`src/design/sca_pkg.sv`:
```
// Shared types and constants of the slab class allocator.
// Used by sca_ctrl, sca_dp and slab_class_allocator; depends on nothing.
`default_nettype none
package sca_pkg;

    localparam int CLASS_COUNT_DEF = 64;
    localparam int FREE_DEPTH_DEF  = 256;
    localparam int ADDR_WIDTH_DEF  = 32;

    localparam int LIMIT_W  = 32;
    localparam int GROWTH_W = 19;
    localparam int SMALL_W  = 13;
    localparam int CHUNK_W  = 18;
    localparam int CPS_W    = 15;   // slab_bytes / 8 reaches 32767
    localparam int RUN_W    = 20;
    localparam int ROUND_W  = 21;
    localparam int SIZE_W   = 32;
    localparam int CADDR_W  = 32;
    localparam int CLS_W    = 6;
    localparam int STAT_W   = 3;
    localparam int DIV_STEPS = 18;
    localparam int DIVC_W   = 5;

    localparam logic [GROWTH_W-1:0] GROWTH_RST = 19'd81920;
    localparam logic [SMALL_W-1:0]  SMALL_RST  = 13'd16;
    localparam logic [CHUNK_W-1:0]  SLAB_RST   = 18'd131072;
    localparam logic [RUN_W-1:0]    ALIGN_MIN  = 20'd8;

    localparam logic [1:0] REQ_INIT   = 2'd0;
    localparam logic [1:0] REQ_LOOKUP = 2'd1;
    localparam logic [1:0] REQ_ALLOC  = 2'd2;
    localparam logic [1:0] REQ_FREE   = 2'd3;

    localparam logic [1:0] CFG_MEM_LIMIT = 2'd0;
    localparam logic [1:0] CFG_GROWTH    = 2'd1;
    localparam logic [1:0] CFG_SMALLEST  = 2'd2;
    localparam logic [1:0] CFG_SLAB      = 2'd3;

    localparam logic [STAT_W-1:0] ST_OK        = 3'd0;
    localparam logic [STAT_W-1:0] ST_ZERO_SIZE = 3'd1;
    localparam logic [STAT_W-1:0] ST_NO_FIT    = 3'd2;
    localparam logic [STAT_W-1:0] ST_BAD_CLASS = 3'd3;
    localparam logic [STAT_W-1:0] ST_LIMIT     = 3'd4;
    localparam logic [STAT_W-1:0] ST_STACK_FULL = 3'd5;
    localparam logic [STAT_W-1:0] ST_OVERFLOW  = 3'd6;

    typedef enum logic [3:0] {
        S_IDLE, S_DECODE, S_INIT_ROUND, S_INIT_DIV, S_INIT_WRITE,
        S_LK_READ, S_LK_CMP, S_AF_READ, S_AF_EVAL, S_POP, S_CARVE, S_DONE
    } t_state;

    typedef enum logic [3:0] {
        OP_NONE, OP_LOAD, OP_DECODE, OP_ROUND, OP_DIV_STEP, OP_INIT_WRITE,
        OP_LK_READ, OP_LK_CMP, OP_AF_READ, OP_AF_EVAL, OP_POP, OP_CARVE
    } t_op;

    typedef struct packed {
        t_op  op;
        logic out_load;
    } t_cmd;

    typedef struct packed {
        logic [1:0] req_type;
        logic       quick_fail;
        logic       round_last;
        logic       div_last;
        logic       init_end;
        logic       lk_done;
        logic       af_pop;
        logic       af_carve;
        logic       out_free;
    } t_stat;

endpackage
`default_nettype wire

```
`src/design/sca_ctrl.sv`:
```
// Controller state machine: sequences each request and drives datapath commands.
// Depends on sca_pkg.
`default_nettype none
module sca_ctrl (
    input  wire logic           i_clk,
    input  wire logic           i_rst_n,
    input  wire logic           i_in_valid,
    output logic                o_in_ready,
    input  wire sca_pkg::t_stat i_stat,
    output sca_pkg::t_cmd       o_cmd
);
    sca_pkg::t_state r_state, n_state;

    always_ff @(posedge i_clk) begin
        if (!i_rst_n) begin
            r_state <= sca_pkg::S_IDLE;
        end else begin
            r_state <= n_state;
        end
    end

    always_comb begin
        n_state      = r_state;
        o_cmd.op     = sca_pkg::OP_NONE;
        o_cmd.out_load = 1'b0;
        o_in_ready   = 1'b0;
        unique case (r_state)
            sca_pkg::S_IDLE: begin
                o_in_ready = 1'b1;
                if (i_in_valid) begin
                    o_cmd.op = sca_pkg::OP_LOAD;
                    n_state  = sca_pkg::S_DECODE;
                end
            end
            sca_pkg::S_DECODE: begin
                o_cmd.op = sca_pkg::OP_DECODE;
                if (i_stat.req_type == sca_pkg::REQ_INIT) begin
                    n_state = sca_pkg::S_INIT_ROUND;
                end else if (i_stat.quick_fail) begin
                    n_state = sca_pkg::S_DONE;
                end else if (i_stat.req_type == sca_pkg::REQ_LOOKUP) begin
                    n_state = sca_pkg::S_LK_READ;
                end else begin
                    n_state = sca_pkg::S_AF_READ;
                end
            end
            sca_pkg::S_INIT_ROUND: begin
                o_cmd.op = sca_pkg::OP_ROUND;
                n_state  = i_stat.round_last ? sca_pkg::S_INIT_WRITE : sca_pkg::S_INIT_DIV;
            end
            sca_pkg::S_INIT_DIV: begin
                o_cmd.op = sca_pkg::OP_DIV_STEP;
                if (i_stat.div_last) begin
                    n_state = sca_pkg::S_INIT_WRITE;
                end
            end
            sca_pkg::S_INIT_WRITE: begin
                o_cmd.op = sca_pkg::OP_INIT_WRITE;
                n_state  = i_stat.init_end ? sca_pkg::S_DONE : sca_pkg::S_INIT_ROUND;
            end
            sca_pkg::S_LK_READ: begin
                o_cmd.op = sca_pkg::OP_LK_READ;
                n_state  = sca_pkg::S_LK_CMP;
            end
            sca_pkg::S_LK_CMP: begin
                o_cmd.op = sca_pkg::OP_LK_CMP;
                n_state  = i_stat.lk_done ? sca_pkg::S_DONE : sca_pkg::S_LK_READ;
            end
            sca_pkg::S_AF_READ: begin
                o_cmd.op = sca_pkg::OP_AF_READ;
                n_state  = sca_pkg::S_AF_EVAL;
            end
            sca_pkg::S_AF_EVAL: begin
                o_cmd.op = sca_pkg::OP_AF_EVAL;
                if (i_stat.af_pop) begin
                    n_state = sca_pkg::S_POP;
                end else if (i_stat.af_carve) begin
                    n_state = sca_pkg::S_CARVE;
                end else begin
                    n_state = sca_pkg::S_DONE;
                end
            end
            sca_pkg::S_POP: begin
                o_cmd.op = sca_pkg::OP_POP;
                n_state  = sca_pkg::S_DONE;
            end
            sca_pkg::S_CARVE: begin
                o_cmd.op = sca_pkg::OP_CARVE;
                n_state  = sca_pkg::S_DONE;
            end
            sca_pkg::S_DONE: begin
                if (i_stat.out_free) begin
                    o_cmd.out_load = 1'b1;
                    n_state        = sca_pkg::S_IDLE;
                end
            end
            default: begin
                n_state = sca_pkg::S_IDLE;
            end
        endcase
    end
endmodule
`default_nettype wire

```
`config.mk`:
```
export PLATFORM = sky130hd
export DESIGN_NAME = sca_ctrl
export DESIGN_NICKNAME = d
export VERILOG_FILES = /design/src/design/sca_pkg.sv /design/src/design/sca_ctrl.sv
export SDC_FILE = /design/constraint.sdc
export NUM_CORES = 1
export LEC_CHECK = 0
export BUFFER_PORTS_ARGS = -buffer_cell sky130_fd_sc_hd__clkbuf_2
export CAP_MARGIN = 0
export CORE_AREA = 2 2 45 47
export CTS_CLUSTER_DIAMETER = 80
export DETAILED_ROUTE_END_ITERATION = 10
export DIE_AREA = 0 0 47 49
export GPL_TIMING_DRIVEN = 0
export MAX_ROUTING_LAYER = met4
export PLACE_DENSITY = 0.45
export SYNTH_ARGS = -nofsm -noshare
export SYNTH_HDL_FRONTEND = slang
export SYNTH_SLANG_ARGS = --single-unit
```
`constraint.sdc`:
```
create_clock -name i_clk -period 4.35 [get_ports i_clk]
set_input_delay 0.87 -clock i_clk [delete_from_list [all_inputs] [get_ports i_clk]]
set_output_delay 0.87 -clock i_clk [all_outputs]
set_load 0.005 [all_outputs]
```
==> summary.txt <==
Global routing
  • Largest net degree at the start of global routing: 11
  • First-pass GRT wire length: between 2 and 2.5 mm
  • Number of global-route vias before repair: 502
  • Total track usage: 0.125
  • Initial antenna violation count: 0
  • Overflow after GRT: 0

Setup path
  • Worst Path Max Fanout: 10
  • CP startpoint kind: flip-flop
  • R2R setup slack: 2.78 ns
  • Crit-path cells: clkbuf_1 -> xor2_1 -> nor2_1 -> clkbuf_2
  • Largest delay share family, worst path: buffers and inverters
  • Critical R2R Launch: r_state[3]$_SDFFE_PN0P_
  • Critical path arrival: between 1 and 1.5 ns
  • Reg2reg path depth: 4
  • CP peak stage delay: ~0.44 ns
  • RR Endpoint: r_state[2]$_SDFFE_PN0P_
  • Buf/Inv on CP: 2
  • Worst Path Required: about 3.5 ns
  • Worst path slowest cell: dfxtp_1
  • Setup CP Type: flip-flop to output port
  • Crit. End Element: output port

STA
  • Clock Skews: approximately 0.00067 ns
  • Setup TNS: 0 ns
  • Fin crit share: 0.524
  • RSZ-0062 raised after global routing: false
  • Final hold vios: 0
  • Min Clock Period, post-route: 2.28 ns
  • Slew headroom: 0.715
  • Endpoints failing setup: 0
  • Fmax: 0.439 GHz
  • Worst Hold Slack: approximately 0.8 ns
  • Max Slew Vio Count: 0
  • Worst-Margin Slew: between 0.4 and 0.5 ns

Power
  • Pleak: 0.248 nW
  • Total power: 0.306 mW
  • Cell Pwr Density: 526 nW/um2
  • VDD IR-drop max: 206 uV

Cells and area
  • Top reg by flops: r_state
  • Most frequent cells in the layout: clkbuf_2, nor2_1
  • Layout Nets: 95
  • Max FFs per register: 4
  • Biggest regs: r_state: 4 flops
  • Commonest non-fill, non-tap cell in the layout: clkbuf_2
  • Final core utilization: 0.315
  • ANT cells: 0
  • Syn-to-layout area delta: 33.7%
  • Share of cells above drive strength 1: 0.313

Floorplanning
  • Core Area: approximately 1800 um2
  • DIE HEIGHT: slightly below 50 um
  • Row count: 16
  • Die W: ~47 um
  • Die area: 2300 um2
  • Top Ports: 19
  • Initial Util: 0.236

Synth
  • Mapped Nets: approximately 70
  • Largest cells by area after synthesis: dfxtp_1, nand2b_1, nor2_1
  • Post-Synthesis Cells: 59
  • Area leader, netlist: dfxtp_1
  • Cell variety after synth: 32
  • Async S/R FF share, synth: 0
  • Post-synth EDFFs: 0
  • Yosys warns: 0
  • Syn avg cell area: around 7.4 um2
  • Synthesized flop and latch total: 4
  • Top-area cell type share of the netlist area: 0.184
  • Top_reg_cell synth: dfxtp_1
  • Post-Syn Area: 434 um2
  • Register area share after synthesis: 0.184

Route
  • Routed Antenna Nets: 0
  • Via count: 507
  • Total Wirelength: roughly 1.2 mm
  • 1st-pass router iterations: 4
  • Routed WL per cell: around 11 um
  • Via density: 4.74
  • DRC Markers: 0
  • Initial DRC count: 9

Clocking
  • CTS Root Cell: clkbuf_4
  • Clk buf depth: 2
  • CTS tree: yes
  • Post-CTS Repair Setup Buffers: 0
  • Clock latency on the worst-skew pair: 0.23 ns
  • Cts hold-fix bufs: 0
  • Clock transition at the registers of the reported paths: ~0.040 ns
  • Num CTS Buffers: 3
  • Clk sinks: 4
  • Gates resized, CTS repair: 0
  • H-tree Lvls: 1

Placement
  • IO buf count: 18
  • Final GP Congestion: 0.815
  • Post-DP HPWL: 956 um

Run
  • Max Cap Viol: 0

Hold path
  • Hold Path Stages: 3
  • Worst hold endpoint: r_state[3]$_SDFFE_PN0P_
  • Worst Hold Class: flip-flop to flip-flop
  • Hold path start: r_state[3]$_SDFFE_PN0P_

Run status
  • Status: complete, no violations
==> cells in the mapped netlist (all sizes together), types with 2 or more instances <==
| cell | number |
|---|---|
| dfxtp | 4 |
| o21a | 2 |
| clkbuf | 4 |
| nor2b | 3 |
| or3 | 3 |
| nand2b | 4 |
| a21oi | 4 |
| nand2 | 2 |
| o21ai | 2 |
| inv | 4 |
| nor2 | 6 |
| o32a | 2 |
==> cells by family after synthesis <==
group           synth area share
compound gates             0.355
simple gates               0.326
xor+xnor                  0.0404
buf+inv                   0.0691
flops                      0.184
mux                       0.0259
==> per-layer routing <==
layer,part of all wire,global-route usage,vias to the layer above
met2,0.47,0.189,17
met1,0.46,0.147,226
met4,0.0067,0.0417,0
met3,0.063,0.0481,2
li1,-,-,262
met5,0,-,-
==> final cells by class <==
type                            instances  area, um2
Buffer                                  4       15.0
Tap cell                               27       33.8
Multi-Input combinational cell         47        324
Inverter                                4       15.0
Sequential cell                         4       80.1
Clock buffer                            3       22.5
Timing Repair Buffer                   18       90.1
Fill cell                             220       1260
==> worst min-delay path, delay by kind of cell (launching register included) <==
family	cells	cell delay, ns
AOI/OAI and AO/OA	1	0.13
DFF	1	0.39
and+or+nand+nor	2	0.25
==> metrics by stage <==
step | worst slack, ns | area (um2) | instances
2_1_floorplan | 2.35 | 434 | 59
3_3_place_gp | 2.13 | 558 | 104
3_5_place_dp | 2.12 | 558 | 104
4_1_cts | 2.05 | 581 | 107
5_1_grt | 1.92 | 581 | 107
6_report | 2.07 | 581 | 107
==> worst max-delay path by stage <==
stage / startpoint / end / cells after the start
2_1_floorplan: i_in_valid / o_cmd[1] / 2
3_3_place_gp: i_in_valid / o_cmd[1] / 4
3_5_place_dp: i_in_valid / o_cmd[1] / 4
4_1_cts: r_state[0]$_SDFFE_PN0P_ / o_cmd[0] / 4
5_1_grt: r_state[1]$_SDFFE_PN0P_ / o_cmd[0] / 4
6_report: r_state[2]$_SDFFE_PN0P_ / o_cmd[3] / 4
==> where the power goes <==
part | internal (mW) | switching, mW | total [mW]
clock network | 0.0308 | 0.0143 | 0.0451
logic | 0.0940 | 0.100 | 0.194
registers | 0.0490 | 0.0174 | 0.0664
(Power assumes the default switching activity.)
